### src/rtl/fbc_pkg.sv
// Shared types and constants for the frustum box cull block.
`timescale 1ns / 1ps
package fbc_pkg;

  // Fixed-point format of the normals and the distance arithmetic
  localparam int FRAC_BITS = 8;
  localparam int COORD_W   = 16;
  localparam int OFFSET_W  = 32;
  localparam int PROD_W    = 2 * COORD_W;
  localparam int DOT_W     = 35;
  localparam int DIST_W    = 34;

  // Item codes
  localparam logic ACTION_LOAD = 1'b0;
  localparam logic ACTION_TEST = 1'b1;

  // Verdict codes
  localparam logic [1:0] VERDICT_OUTSIDE   = 2'd0;
  localparam logic [1:0] VERDICT_INSIDE    = 2'd1;
  localparam logic [1:0] VERDICT_INTERSECT = 2'd2;

  typedef logic signed [COORD_W-1:0] coord_t;
  typedef logic signed [OFFSET_W-1:0] offset_t;

  // Index 0 is x, 1 is y, 2 is z
  typedef coord_t [2:0] vec3_t;

  // Load enables of the lane pipeline stages
  typedef struct packed {
    logic s1;
    logic s2;
    logic s3;
    logic s4;
  } stage_en_t;

  // Per-plane result of one box test
  typedef struct packed {
    logic pos_neg;  // positive corner lies behind the plane
    logic neg_neg;  // negative corner lies behind the plane
  } lane_flags_t;

endpackage

### src/rtl/fbc_lane.sv
// One plane lane: corner pick, products, dot sums, distance sign.
`timescale 1ns / 1ps
module fbc_lane (
  input  logic                 clk,
  input  fbc_pkg::stage_en_t   en,
  input  fbc_pkg::vec3_t       normal,
  input  fbc_pkg::offset_t     offset,
  input  fbc_pkg::vec3_t       box_lo,
  input  fbc_pkg::vec3_t       box_hi,
  output fbc_pkg::lane_flags_t flags
);
  import fbc_pkg::*;

  vec3_t                      pc1, nc1, n1;
  offset_t                    off1, off2, off3;
  logic signed [PROD_W-1:0]   pp2 [3];
  logic signed [PROD_W-1:0]   np2 [3];
  logic signed [DOT_W-1:0]    pdot3, ndot3;
  logic signed [DIST_W-1:0]   pdist, ndist;

  // Stage 1: normal signs pick the positive and negative corners
  always_ff @(posedge clk) begin
    if (en.s1) begin
      for (int k = 0; k < 3; k++) begin
        pc1[k] <= normal[k][COORD_W-1] ? box_lo[k] : box_hi[k];
        nc1[k] <= normal[k][COORD_W-1] ? box_hi[k] : box_lo[k];
      end
      n1   <= normal;
      off1 <= offset;
    end
  end

  // Stage 2: six 16x16 products
  always_ff @(posedge clk) begin
    if (en.s2) begin
      for (int k = 0; k < 3; k++) begin
        pp2[k] <= $signed(pc1[k]) * $signed(n1[k]);
        np2[k] <= $signed(nc1[k]) * $signed(n1[k]);
      end
      off2 <= off1;
    end
  end

  // Stage 3: exact dot sums
  always_ff @(posedge clk) begin
    if (en.s3) begin
      pdot3 <= DOT_W'(pp2[0]) + DOT_W'(pp2[1]) + DOT_W'(pp2[2]);
      ndot3 <= DOT_W'(np2[0]) + DOT_W'(np2[1]) + DOT_W'(np2[2]);
      off3  <= off2;
    end
  end

  // Stage 4: floor shift, add offset, keep the sign
  assign pdist = DIST_W'(pdot3 >>> FRAC_BITS) + DIST_W'($signed(off3));
  assign ndist = DIST_W'(ndot3 >>> FRAC_BITS) + DIST_W'($signed(off3));

  always_ff @(posedge clk) begin
    if (en.s4) begin
      flags.pos_neg <= pdist[DIST_W-1];
      flags.neg_neg <= ndist[DIST_W-1];
    end
  end

endmodule

### config.mk
export PLATFORM = sky130hd
export DESIGN_NAME = fbc_lane
export DESIGN_NICKNAME = d
export VERILOG_FILES = /design/src/rtl/fbc_pkg.sv /design/src/rtl/fbc_lane.sv
export SDC_FILE = /design/constraint.sdc
export NUM_CORES = 2
export LEC_CHECK = 0
export BUFFER_PORTS_ARGS = -buffer_cell sky130_fd_sc_hd__buf_2
export CELL_PAD_IN_SITES_DETAIL_PLACEMENT = 1
export CELL_PAD_IN_SITES_GLOBAL_PLACEMENT = 1
export CORE_MARGIN = 10
export CORE_UTILIZATION = 53
export CTS_CLUSTER_DIAMETER = 30
export DETAILED_ROUTE_END_ITERATION = 10
export GPL_TIMING_DRIVEN = 0
export HOLD_SLACK_MARGIN = 0.1
export PLACE_DENSITY = 0.84
export SYNTH_ARGS = -nofsm -noshare
export SYNTH_HDL_FRONTEND = slang
export SYNTH_SLANG_ARGS = --single-unit
export TNS_END_PERCENT = 50
### constraint.sdc
create_clock -name clk -period 8.9 [get_ports clk]
set_input_delay 0.89 -clock clk [delete_from_list [all_inputs] [get_ports clk]]
set_output_delay 0.89 -clock clk [all_outputs]
set_load 0.02 [all_outputs]
; ---- Word-level counts from Yosys, hierarchy flattened
; Memories as Yosys holds them, arrays and structs flattened.
; Cells that the tools add are included.
[totals]
reg_bits = 310
latchBits = 0
ramBits = 192
romBits = 0
input_bits = 181
out_inout_bits = 2
memories = 2
[classes]
n_addsub = 6
n_mul = 6
div_mod_pow = 0
n_lt_le_gt_ge = 0
eq_ne = 0
n_shift = 0
mux = 8
n_bitwise = 0
n_reduce_logical = 0
[memory_table]
columns = memory, words, word_bits, read_ports, rd_ports_with_merged_regs, write_ports, line_no
row1 = np2, 3, 32, 3, 0, 3, fbc_lane.sv:17  ; logic signed [PROD_W-1:0] np2 [3];
row2 = pp2, 3, 32, 3, 0, 3, fbc_lane.sv:16  ; logic signed [PROD_W-1:0] pp2 [3];
[ops]
columns = cell, count
row1 = 16-bit by 16-bit multiplier with 32-bit output, 6
row2 = 16-bit 2-to-1 mux, 6
row3 = 33-bit by 32-bit adder with 34-bit output, 2
row4 = 26-bit by 32-bit adder with 33-bit output, 2
row5 = 32-bit by 32-bit adder with 33-bit output, 2
row6 = 1-bit 2-to-1 mux, 2

; ---- Logic depth before layout (Yosys ltp)
[depth]
ltp_word = 2
mapped_depth = 25

; ---- Least setup slack after synthesis
; Ideal clock, no wire load.
[synth_path]
path_kind = reg-to-reg
from = reg nc1[31] (netlist bit)
to = mem np2[0][63] (netlist bit) (data pin)
setup_ns = 0.260
arrival_ns = 6.151
required_ns = 8.640
slack_ns = 2.489
stages_incl_launch_ff = 22
n_path_buf = 1
synth_period_minus_slack_ns = 6.411
path_cell_list = edfxtp_1 clkbuf_1 nand2_1 inv_1 fa_1 fa_1 fa_1 fa_1 fa_1 inv_1 fa_1 inv_1 ha_1 a21o_1 a21o_1 a21oi_1 o21ai_0 a221o_1 a2111oi_0 o31ai_1 a21oi_1 xnor2_1
[synth_lines]
columns = item, line_no
row1 = from (decl), fbc_lane.sv:14  ; vec3_t pc1, nc1, n1;
row2 = "from (signal, indexed assignment)", fbc_lane.sv:26  ; nc1[k] <= normal[k][COORD_W-1] ? box_hi[k] : box_lo[k];
row3 = to (decl), fbc_lane.sv:17

==> impl_metrics.toml <==
[place]
place_congestion = 0.971
place_inst = 9703
dp_hpwl_um = 219000
io_buffers = 182

[cells_and_area]
fin_cells = 9941
nets = 10300
syn2layout_area_growth_pct = 9.79
nFillCells = 16000
drive_gt1_share_pct = 6.35
layout_common_cells = "inv_1, fa_1, nand2_1"
final_common_cell = "inv_1"

[floorplan]
core_region_area_um2 = 148000
die_h_um = 407
dieArea_um2 = 165000
start_util_pct = 53.5
die_w_um = 407
io_pins = 183
rows = 141

[route]
wl_um = 279000
wl_per_cell_um = 28.1
wl_met1_um = 97800
drc_errors = 0
drt-initial-drc-count = 4954
dr_wl_met2_um = 134000
route.met3.wl_um = 24900
dr_total_vias = 58800
via_per_inst = 5.92
ant_nets = 0
top_layer_used = "met5"
drt_pass1_iterations = 6

[clocking]
cts_setup_buffers = 0
cts_buffer_depth = 3
cts_tree = "done"
clk_pin_slew_ns = 0.06
cts_made_buffers = 118
htreeDepth = 3
clkSinkCount = 486
clk_latency_ns = 0.82
cts_root_buf = "clkbuf_16"

[worst_setup_path]
r2r_cells = 21
worst_setup_path_start_kind = "flop"
cp-end-kind = "flop"
cp.arrival_ns = 9.13
r2r-start = "n1[31]"
required_ns = 9.36
rrSetupSlack_ns = 0.23
critPathMaxFanout = 11
timing.rr.end = "np2[0][63]"
path_class = "flop to flop"

[grt]
grt_pass1_vias = 69300
grt_util_all_layers_pct = 34.3
grt_pass1_wl_um = 423000
grt_overflow = 0
grt_max_degree = 121
antenna_found_initial = 26

[synth]
postSynthCellCount = 7587
synth_edf_count = 486
synth.avg_cell_area_um2 = 10.4
yosysUniqueCellTypes = 72
seq_area_frac_synth_pct = 18.4
synthArstFlopShare_pct = 0
yosysTopAreaCell = "fa_1"
ys_seq_elements = 486
syn_area_um2 = 79300
syn_nets = 10000
synth_ff_type = "edfxtp_1"
synth_top_area_share_pct = 41.3
synthTopCellsByArea = "fa_1, edfxtp_1, ha_1, inv_1, and2_1"
ys_warn_count = 0

[timing]
relSlewSlack_pct = 10.4
rsz0062_at_grt = "no"
fmax_mhz = 115
setup-violations-final = 0
hold_viol_final = 0
fin_crit_sh_pct = 97.4
drv_slew = 0
tns_ns = 0
clock_skew_ns = 0.123
whs_ns = 0.252
worstMarginPinSlew_ns = 1.33
fin_crit_ns = 8.67

[status]
status = "finished, final reports clean"

[min_path]
timing.hold.worst_endpoint = "n1[25]"
hp-class = "primary input to flop"
holdPathStages = 1
min_from = "normal[25]"

[flow_run]
drv_cap = 0
-- cell type report --
type / instances / area [um^2] / share of cell area (%)
antenna: 13 / 32.5 / 0.0374
buffer: 254 / 953 / 1.10
clock buffer: 127 / 2990 / 3.43
clock inverter: 98 / 1280 / 1.47
inverter: 1732 / 6500 / 7.47
multi-input combinational: 5115 / 57200 / 65.7
sequential: 486 / 14600 / 16.8
tap: 1930 / 2410 / 2.77
timing repair buffer: 186 / 1040 / 1.20
-- worst max path at each step --
stage               cells past startpoint  slack (ns)          to  startpoint
floorplan                              21        2.49  np2[0][63]     nc1[31]
global placement                       20        0.85  np2[0][61]      n1[31]
detailed placement                     21        0.56  np2[0][63]      n1[31]
CTS                                    21        0.33  np2[0][63]      n1[31]
global route                           19        0.15  np2[0][63]      n1[31]
finish                                 21        0.23  np2[0][63]      n1[31]
-- timing repair --
action / CTS / global route
setup endpoints to repair: 0 / 1
gates resized for setup: 0 / 1
hold buffers: 0 / 0
-- flip-flops by register name, summed over array words and instances (netlist names) --
signal,flops
n1,48
nc1,48
flags,2
pp2,96
off2,32
pdot3,26
np2,96
off3,32
pc1,48
ndot3,26
off1,32
-- critical path, cell delays in order, from the launching register on --
cell and delay [ns]:
edfxtp_1 0.68, inv_1 0.48, buf_1 0.80, nor2_1 0.18, fa_1 0.57, fa_1 0.44, fa_1 0.52, fa_1 0.45
fa_1 0.50, inv_1 0.05, fa_1 0.49, inv_1 0.05, ha_1 0.36, a21o_1 0.20, a21o_1 0.18, a21oi_1 0.26
o21ai_0 0.18, a221o_1 0.36, a2111oi_1 0.93, o31ai_1 0.26, a21oi_1 0.24, xnor2_1 0.10
-- cells by family (layout without fill, tap and decap cells) --
logic type / after synthesis / in the layout / share of synthesized area [%]
mux: 97 / 97 / 1.38
compound gates: 591 / 591 / 4.93
other cells: 0 / 13 / 0
flops: 486 / 486 / 18.4
xor+xnor: 248 / 248 / 2.74
fa+ha+maj: 2252 / 2252 / 51.0
simple gates: 1927 / 1927 / 12.1
buf+inv: 1986 / 2397 / 9.40
-- metal layers --
metal  vias to the layer above  global-route usage (%)
li1                      23800                       -
met1                     30700                    39.8
met2                      3103                    57.1
met3                      1163                    8.06
met4                        16                    22.4
met5                         -                       0
-- cell usage after synthesis, drive strengths merged, types with 8 or more instances --
cell and instances:
ha 618, or2 8, o21ai 94, nand4 13, nand2b 47, fa 1634
nand2 779, a21oi 187, nand3 42, nor4 9, and3 15, xnor2 186
nor2 182, xor2 62, o311ai 10, o21a 26, and2 741, o31ai 11
a211oi 16, o21bai 29, inv 1731, clkbuf 243, nor2b 36, edfxtp 486
mux2 96, or3 12, nor3 28, o211ai 12, buf 11, a31oi 16
a21o 117
-- per-stage QoR --
stage	instance area (um^2)	setup slack (ns)	utilization, %
after floorplan	79300	2.49	-
after detailed placement	82700	0.562	55.8
after global routing	87000	0.151	58.7
after global placement	82600	0.850	55.7
final	87000	0.229	58.7
after CTS	87000	0.330	58.7
Power is not shown: default switching activity piles up to over one toggle a cycle in this logic, so the estimate is an artifact.
