--- src/rtl/fbc_pkg.sv ---
// Shared types and constants for the frustum box cull block.
`timescale 1ns / 1ps
package fbc_pkg;

  // Fixed-point format of the normals and the distance arithmetic
  localparam int FRAC_BITS = 8;
  localparam int COORD_W   = 16;
  localparam int OFFSET_W  = 32;
  localparam int PROD_W    = 2 * COORD_W;
  localparam int DOT_W     = 35;
  localparam int DIST_W    = 34;

  // Item codes
  localparam logic ACTION_LOAD = 1'b0;
  localparam logic ACTION_TEST = 1'b1;

  // Verdict codes
  localparam logic [1:0] VERDICT_OUTSIDE   = 2'd0;
  localparam logic [1:0] VERDICT_INSIDE    = 2'd1;
  localparam logic [1:0] VERDICT_INTERSECT = 2'd2;

  typedef logic signed [COORD_W-1:0] coord_t;
  typedef logic signed [OFFSET_W-1:0] offset_t;

  // Index 0 is x, 1 is y, 2 is z
  typedef coord_t [2:0] vec3_t;

  // Load enables of the lane pipeline stages
  typedef struct packed {
    logic s1;
    logic s2;
    logic s3;
    logic s4;
  } stage_en_t;

  // Per-plane result of one box test
  typedef struct packed {
    logic pos_neg;  // positive corner lies behind the plane
    logic neg_neg;  // negative corner lies behind the plane
  } lane_flags_t;

endpackage

--- src/rtl/fbc_plane_store.sv ---
// Plane register file: write decode for loads, all planes read in parallel.
`timescale 1ns / 1ps
module fbc_plane_store #(
  parameter int PLANE_COUNT = 5
) (
  input  logic              clk,
  input  logic              rst,
  input  logic              wr_en,
  input  logic [2:0]        wr_index,
  input  fbc_pkg::vec3_t    wr_normal,
  input  fbc_pkg::offset_t  wr_offset,
  output fbc_pkg::vec3_t    normals [PLANE_COUNT],
  output fbc_pkg::offset_t  offsets [PLANE_COUNT]
);
  import fbc_pkg::*;

  // One register set per plane; an out-of-range index matches no entry
  for (genvar p = 0; p < PLANE_COUNT; p++) begin : g_plane
    always_ff @(posedge clk) begin
      if (rst) begin
        normals[p] <= '0;
        offsets[p] <= '0;
      end else if (wr_en && ({1'b0, wr_index} == 4'(p))) begin
        normals[p] <= wr_normal;
        offsets[p] <= wr_offset;
      end
    end
  end

endmodule

--- config.mk ---
export PLATFORM = sky130hd
export DESIGN_NAME = fbc_plane_store
export DESIGN_NICKNAME = d
export VERILOG_FILES = /design/src/rtl/fbc_pkg.sv /design/src/rtl/fbc_plane_store.sv
export SDC_FILE = /design/constraint.sdc
export NUM_CORES = 1
export LEC_CHECK = 0
export BUFFER_PORTS_ARGS = -buffer_cell sky130_fd_sc_hd__buf_4
export CAP_MARGIN = 10
export CORE_UTILIZATION = 45
export CTS_BUF_LIST = sky130_fd_sc_hd__clkbuf_4 sky130_fd_sc_hd__clkbuf_8
export CTS_CLUSTER_DIAMETER = 120
export DETAILED_ROUTE_END_ITERATION = 12
export GPL_TIMING_DRIVEN = 0
export PLACE_DENSITY = 0.71
export SYNTH_ARGS = -nofsm -noshare
export SYNTH_HDL_FRONTEND = slang
export SYNTH_SLANG_ARGS = --single-unit
--- constraint.sdc ---
create_clock -name clk -period 1.1 [get_ports clk]
set_input_delay 0.11 -clock clk [delete_from_list [all_inputs] [get_ports clk]]
set_output_delay 0.11 -clock clk [all_outputs]
set_load 0.01 [all_outputs]
# Yosys cells after proc, flatten, opt, wreduce, memory -nomap -nowiden
# Index checks and enable logic that the tools add are counted.
# word_totals
register_bits	400
input_bits	86
out_inout_bits	400
wordCells	30
# op_classes
eq_ne	4
n_reduce_logical	6
# op_table
op	n
3-bit by 2-bit == test with 1-bit output, second input constant	2
1-bit logical AND	5
3-bit by 1-bit == test with 1-bit output, second input constant	1
3-bit == test, second input constant	1
3-bit logical NOT	1

# Longest topological paths before layout
# Gate-level depths: netlist (run 1).
# depth
depth_word	2
ltp_mapped	5
ltp_nobuf	2

# Least setup slack after synthesis (run 1)
# Ideal clock, no wire load.
# synth_path
path_kind	in2reg
startpoint	input wr_index[0]
endpoint	register normals[197] in the netlist's numbering
setup_time_ns	0.122
t_arrival_ns	0.909
required_time_ns	0.978
path_slack_ns	0.069
path_stages	3
n_path_buf	1
path_cell_list	or4b_1 -> buf_6 -> mux2i_1
# synth_between
elab_chain_cells	2
# synth_lines
element	line_no	rtl
from (decl)	fbc_plane_store.sv:9	input logic [2:0] wr_index,
3-bit logical NOT	fbc_plane_store.sv:23	end else if (wr_en && ({1'b0, wr_index} == 4'(p))) begin
1-bit logical AND	fbc_plane_store.sv:23	
to (signal, indexed assignment)	fbc_plane_store.sv:24	normals[p] <= wr_normal;
to (decl)	fbc_plane_store.sv:12	output fbc_pkg::vec3_t normals [PLANE_COUNT],
# No other way between the ends.
# A chain may end at the register's enable or synchronous reset.

# Worst setup path after layout (run 1)
# layout_path
startpoint	register normals[202] in the netlist's numbering
endpoint	output normals[202] in the netlist's numbering
# No word-level cell between the ends.

==> impl_results.md, run 1 <==
- Status: finished, violations left
- Failing checks: setup timing
- Min Tclk post-route: 1190 ps
- Avg Cell Area, Syn: 11.3 µm²
- Final Max Tran Viols: 0
- Unrepaired setup endpoints after global routing: true
- Hold WC Path Type: in -> reg
- CP max stage cell: dfxtp_2
- Worst Max-Slew Pin Slew: 951 ps
- Gpl congestion: 0.822
- Fillcell total: 2246
- Synth-to-layout area growth: 62.7%
- Vias in the first global route: 13600
- #FFs+latches synth: 400
- Highest cell delay on the worst timing path: 370 ps
- Leak: 0.0126 µW
- Sequential cell area fraction in the yosys report: 0.514
- Post-layout instance area: 0.0253 mm²
- Clock sinks: 400
- Die Span Y: 188 µm
- ANT nets after route: 0
- Max-Cap Viols: 0
- DRC Markers: 0
- End-of-flow core utilization: 0.750
- Die area: 0.0354 mm²
- Pwr/cell area: 1270 mW/mm²
- Core area: 0.0338 mm²
- CTS buffer count: 66
- Total routed wirelength: 53200 µm
- Initial Utilization: 0.461
- R2R Setup Slk: 170 ps
- Hold path cells: 3
- GRT overflow: 0
- Routed via count: 13200
- Max H-tree Level: 3
- Final Hold Vio Count: 0
- CP Class: reg -> out
- Final setup TNS: -10670 ps
- Buffers on Ports: 484
- CTS tree: built
- Synth Instances: 1385
- Net Count, Synth: 1471
- Final critical-path share of the clock period: 1.08
- Design Power: 32300 µW
- Io pins: 486
- Antenna violations before repair: 0
- Global router's overall resource usage: 0.286
- Crit-path cells: buf_6
- Type of destination of the critical path: output pin
- CTS root buffer: clkbuf_8
- Slew margin rel.: 0.366
- Crit start category: flop
- Die Wd: 188 µm
- Register area: 0.00851 mm²
- CP top delay family: flip-flops
- Final std cells w/o fill: 2690
- Clock buffer depth: 3
- Clock Latency Late Sink: 570 ps
- Vias/cell: 4.91
- Clock transition at path regs: 60 ps
- WP data arrival: 1080 ps
- Final nets: 2282
- Initial DRC count: 483
- Final worst clock skew: 0 ps
- Final setup fails: 400
- Total of warnings raised by yosys: 0
- IR drop worst, VDD: 900 µV
- Fmax: 0.840 GHz
- FP Rows: 67
- Reg2reg path depth: 4
- Dpl cell area: 0.0198 mm²
- Critical path depth in cells: 1
- Crit Path Max Fanout: 2
- Multi-input gate area: 0.00708 mm²
- Share of cells above drive strength 1: 0.548
- Post-Syn Area: 0.0156 mm²
- Setup WS post-layout: -90.6 ps
- Ant diodes: 0
- Count of different cell masters after synthesis: 12
- First-pass GRT wire length: 78400 µm
- Cells after DPL: 2317
- Avg WL per Cell: 19.8 µm
- DP Wirelength: 35300 µm
- CP bufs+invs: 1
- Req. time, crit path: 990 ps
- First drt pass iteration count: 5
- Largest net degree at the start of global routing: 11
## Yosys cell counts
| master | instances | area (µm²) |
|---|---|---|
| nand2b_1 | 480 | 3000 |
| dfxtp_1 | 400 | 8010 |
| mux2i_1 | 400 | 4000 |
| clkbuf_1 | 50 | 188 |
| buf_2 | 32 | 160 |
| buf_4 | 8 | 60.1 |
| buf_6 | 8 | 90.1 |
| nand4bb_1 | 3 | 33.8 |
| nand4b_1 | 1 | 8.76 |
| nor4b_1 | 1 | 8.76 |
| nor4bb_1 | 1 | 10.0 |
| or4b_1 | 1 | 10.0 |
## state kept, by name, summed over array words and instances (netlist names)
register and flops:
offsets 160, normals 240
## stage by stage
stage | setup slack [ps] | hold slack (ps)
global route | -113 | 50.1
floorplan | 68.8 | 351
finish | -90.6 | 35.7
CTS | -97.7 | 5.24
detailed placement | -656 | 462
global placement | -691 | 459
## cell families (layout without fill, tap and decap cells)
family                 after synthesis  count (layout)  share of synthesized area
DFF                                400             400                      0.514
buffers and inverters               98             955                     0.0320
muxes                              400             400                      0.257
and+or+nand+nor                    487             487                      0.197
## placed cells by master, fill, tap and decap left out, drive strengths merged
cell	instances
buf	711
nand2b	480
mux2i	400
dfxtp	400
clkbuf	157
dlygate4sd3	79
inv	4
nand4bb	3
clkinv	3
nor4b	1
nor4bb	1
nand4b	1
or4b	1
bufinv	1
## path summary, 6_finish.rpt
| kind | from | to |
|---|---|---|
| worst min register to register | normals[221] | normals[221] |
| worst max-delay path | normals[202] | normals[202] |
| worst min-delay path | wr_offset[6] | offsets[70] |
| worst max register to register | normals[149] | normals[149] |
## routing by layer
layer  global-route usage  part of all wire  wire length (µm)  up-vias
met5                    0                 0                 0        -
met2                0.501              0.50             26800      473
met1                0.319              0.38             20400     6405
li1                     -                 -                 -     6199
met3               0.0814             0.068              3600      136
met4                0.135             0.044              2330        0
## cell type report
class | count | share of cell area
sequential | 400 | 0.336
tap | 448 | 0.0221
multi-input combinational | 887 | 0.279
clock buffer | 106 | 0.0526
clock inverter | 8 | 0.00331
buffer | 98 | 0.0200
timing repair buffer | 743 | 0.287
## repair_timing
action / 4_1_cts / 5_1_grt
endpoints found under the setup margin: 435 / 440
hold buffers: 79 / 0
resized for setup: 801 / 7
hold endpoints to repair: 380 / 0
buffers inserted: 71 / 109
## power by group
part / switching, µW / internal (µW) / leakage, µW
registers: 246 / 14900 / 0.00343
clock network: 6030 / 7930 / 0.000755
logic: 1420 / 1760 / 0.00837
total: 7700 / 24600 / 0.0126
Note: power is estimated with default switching activity, not from simulation.
==> run 2: changes to the inputs <==
--- a/config.mk
+++ b/config.mk
@@ -7,12 +7,14 @@
 export LEC_CHECK = 0
 export BUFFER_PORTS_ARGS = -buffer_cell sky130_fd_sc_hd__buf_4
 export CAP_MARGIN = 10
+export CORE_MARGIN = 2
 export CORE_UTILIZATION = 45
 export CTS_BUF_LIST = sky130_fd_sc_hd__clkbuf_4 sky130_fd_sc_hd__clkbuf_8
 export CTS_CLUSTER_DIAMETER = 120
 export DETAILED_ROUTE_END_ITERATION = 12
 export GPL_TIMING_DRIVEN = 0
 export PLACE_DENSITY = 0.71
+export RECOVER_POWER = 100
 export SYNTH_ARGS = -nofsm -noshare
 export SYNTH_HDL_FRONTEND = slang
 export SYNTH_SLANG_ARGS = --single-unit
==> impl_results.md, run 2 (synthesis gave the netlist of run 1 again) <==
- Synth-to-layout area growth: 62.5%
- Int Pwr: 24600 µW (+0.23%)
- Vias in the first global route: 13500 (-0.47%)
- GRT overflow: 0 (unchanged)
- Max H-tree Level: 3 (unchanged)
- Final nets: 2276 (-0.26%)
- Buffers on Ports: 484 (unchanged)
- Most frequent cells in the layout: nand2b_1 (480), buf_6 (408), mux2i_1 (400), dfxtp_2 (400), buf_4 (264)
- Max FFs per register: 240 (unchanged)
- CTS buffer count: 67 (+1.5%)
- Worst Max-Slew Pin Slew: 814 ps (-137 ps)
- Switching Share: 0.240 (+0.00129)
- First-pass GRT wire length: 77700 µm (-0.93%)
- Final setup fails: 441 (+10%)
- Reg with most FFs: normals
- Clock transition at path regs: 60 ps (about the same)
- Final worst clock skew: 0 ps (unchanged)
- Clock Power Share: 0.435 (+0.002)
- Leading cell type in the layout, fill and taps excluded: nand2b_1
- Fmax: 0.839 GHz (-0.14%)
- Pwr/cell area: 1280 mW/mm² (+0.51%)
- Total routed wirelength: 53500 µm (+0.49%)
- Req. time, crit path: 1550 ps (+560 ps)
- Final setup TNS: -13500 ps (-2840 ps)
- Max-Cap Viols: 0 (unchanged)
- Vias/cell: 4.90 (-0.26%)
- Final Max Tran Viols: 0 (unchanged)
- ANT nets after route: 0 (unchanged)
- Type of destination of the critical path: flop
- Slew margin rel.: 0.457 (+0.0914)
- Initial Utilization: 0.454 (-0.00678)
- Die area: 0.0361 mm² (+2.1%)
- First drt pass iteration count: 4 (-1)
- Flop pwr share: 0.466 (-0.003)
- Routed via count: 13200 (-0.11%)
- Clock buffer depth: 3 (unchanged)
- CP Class: in -> reg
- FP Rows: 68 (+1.5%)
- Final Hold Vio Count: 0 (unchanged)
- Min Tclk post-route: 1190 ps (+1.70 ps)
- Die Wd: 190 µm (+1.1%)
- Largest net degree at the start of global routing: 11 (unchanged)
- CTS root buffer: clkbuf_8
- Final critical-path share of the clock period: 1.08 (+0.00155)
- Io pins: 486 (unchanged)
- Setup WS post-layout: -92.3 ps (-1.70 ps)
- Gpl congestion: 0.820 (-0.18%)
- WP data arrival: 1640 ps (+560 ps)
- Top Registers: normals (240), offsets (160)
- Leak: 0.0125 µW (-0.25%)
- Die Span Y: 190 µm (+1.1%)
- Final std cells w/o fill: 2694 (+0.15%)
- Initial DRC count: 490 (+1.4%)
- Unrepaired setup endpoints after global routing: true
- Antenna violations before repair: 0 (unchanged)
- IR drop worst, VDD: 1030 µV (+14%)
- Share of cells above drive strength 1: 0.546 (-0.00195)
- End-of-flow core utilization: 0.738 (-0.0118)
- Clock Latency Late Sink: 570 ps (about the same)
- Hold WC Path Type: in -> reg
- Crit start category: input port
- Global router's overall resource usage: 0.279 (-0.00705)
- Avg WL per Cell: 19.8 µm (+0.34%)
- CTS tree: built
- Crit Path Max Fanout: 10 (+8)
- Clock sinks: 400 (unchanged)
- DRC Markers: 0 (unchanged)
- Failing checks: setup timing
- Fillcell total: 2297 (+2.3%)
- Ant diodes: 0 (unchanged)
- Status: finished, violations left
- Sw Pwr: 7770 µW (+0.95%)
- Cells after DPL: 2324 (+0.30%)
- Gate power share: 0.098 (about the same)
- DP Wirelength: 35100 µm (-0.54%)
- Core area: 0.0343 mm² (+1.5%)
run 2: cell types whose count changed in the layout (fill, tap and decap cells not counted), sizes merged:
cell / previous run / this run
buf: 711 / 701
clkinvlp: 0 / 1
inv: 4 / 0
clkbuf: 157 / 159
dlygate4sd3: 79 / 80
clkinv: 3 / 10
run 2: worst max-delay path: stages:
cell	delay [ps]
clkbuf_2	420
clkbuf_4	430
clkbuf_1	410
nand2b_1	180
mux2i_1	80
run 2: area by class of cell:
type,count,area (µm²),area share
plain buffers,98,504,0.0199
multi-input cells,887,7080,0.280
clock inverters,12,87.6,0.00346
well taps,455,569,0.0225
flip-flops and latches,400,8510,0.336
clock buffers,106,1350,0.0532
repair buffers,736,7230,0.285
run 2: timing repair:
| item | in CTS | in global routing |
|---|---|---|
| hold buffers | 80 | 0 |
| gates resized for setup | 802 | 3 |
| pin swaps | 0 | 0 |
| hold endpoints to repair | 399 | 0 |
| endpoints found under the setup margin | 452 | 415 |
| setup buffers | 57 | 115 |
run 2: metal layers:
metal | wire length [µm] | vias up | GRT usage | share of wire
li1 | - | 6190 | - | -
met1 | 20500 | 6396 | 0.312 | 0.38
met2 | 26600 | 468 | 0.484 | 0.50
met3 | 3850 | 144 | 0.0825 | 0.072
met4 | 2560 | 0 | 0.138 | 0.048
met5 | 0 | - | 0 | 0
run 2: through the flow:
stage | worst slack [ps] | instance area [µm²] | total power [µW] | hold WS (ps)
6_report | -92.3 | 25300 | 32400 | 58.7
2_1_floorplan | 68.8 | 15600 | 16600 | 351
5_1_grt | -100 | 25300 | 33500 | 54.6
3_5_place_dp | -721 | 19800 | 17800 | 462
4_1_cts | -95.5 | 24500 | 32400 | 28.3
3_3_place_gp | -656 | 19800 | 17800 | 459
run 2: worst paths after layout:
check	from	endpoint	slack, ps	cells past startpoint
hold reg to reg	normals[158]	normals[158]	480	2
setup / recovery	rst	offsets[107]	-90	5
hold / removal	wr_index[2]	normals[203]	60	4
setup reg to reg	offsets[128]	offsets[128]	260	4
run 2: power groups by stage:
| stage | Sequential (µW) | Clock [µW] | Combinational (µW) |
|---|---|---|---|
| after detailed placement | 15300 | 0 | 2530 |
| after global routing | 15100 | 15000 | 3370 |
| after global placement | 15300 | 0 | 2500 |
| after CTS | 15100 | 14300 | 3020 |
| final | 15100 | 14100 | 3190 |
| after floorplan | 15400 | 0 | 1150 |
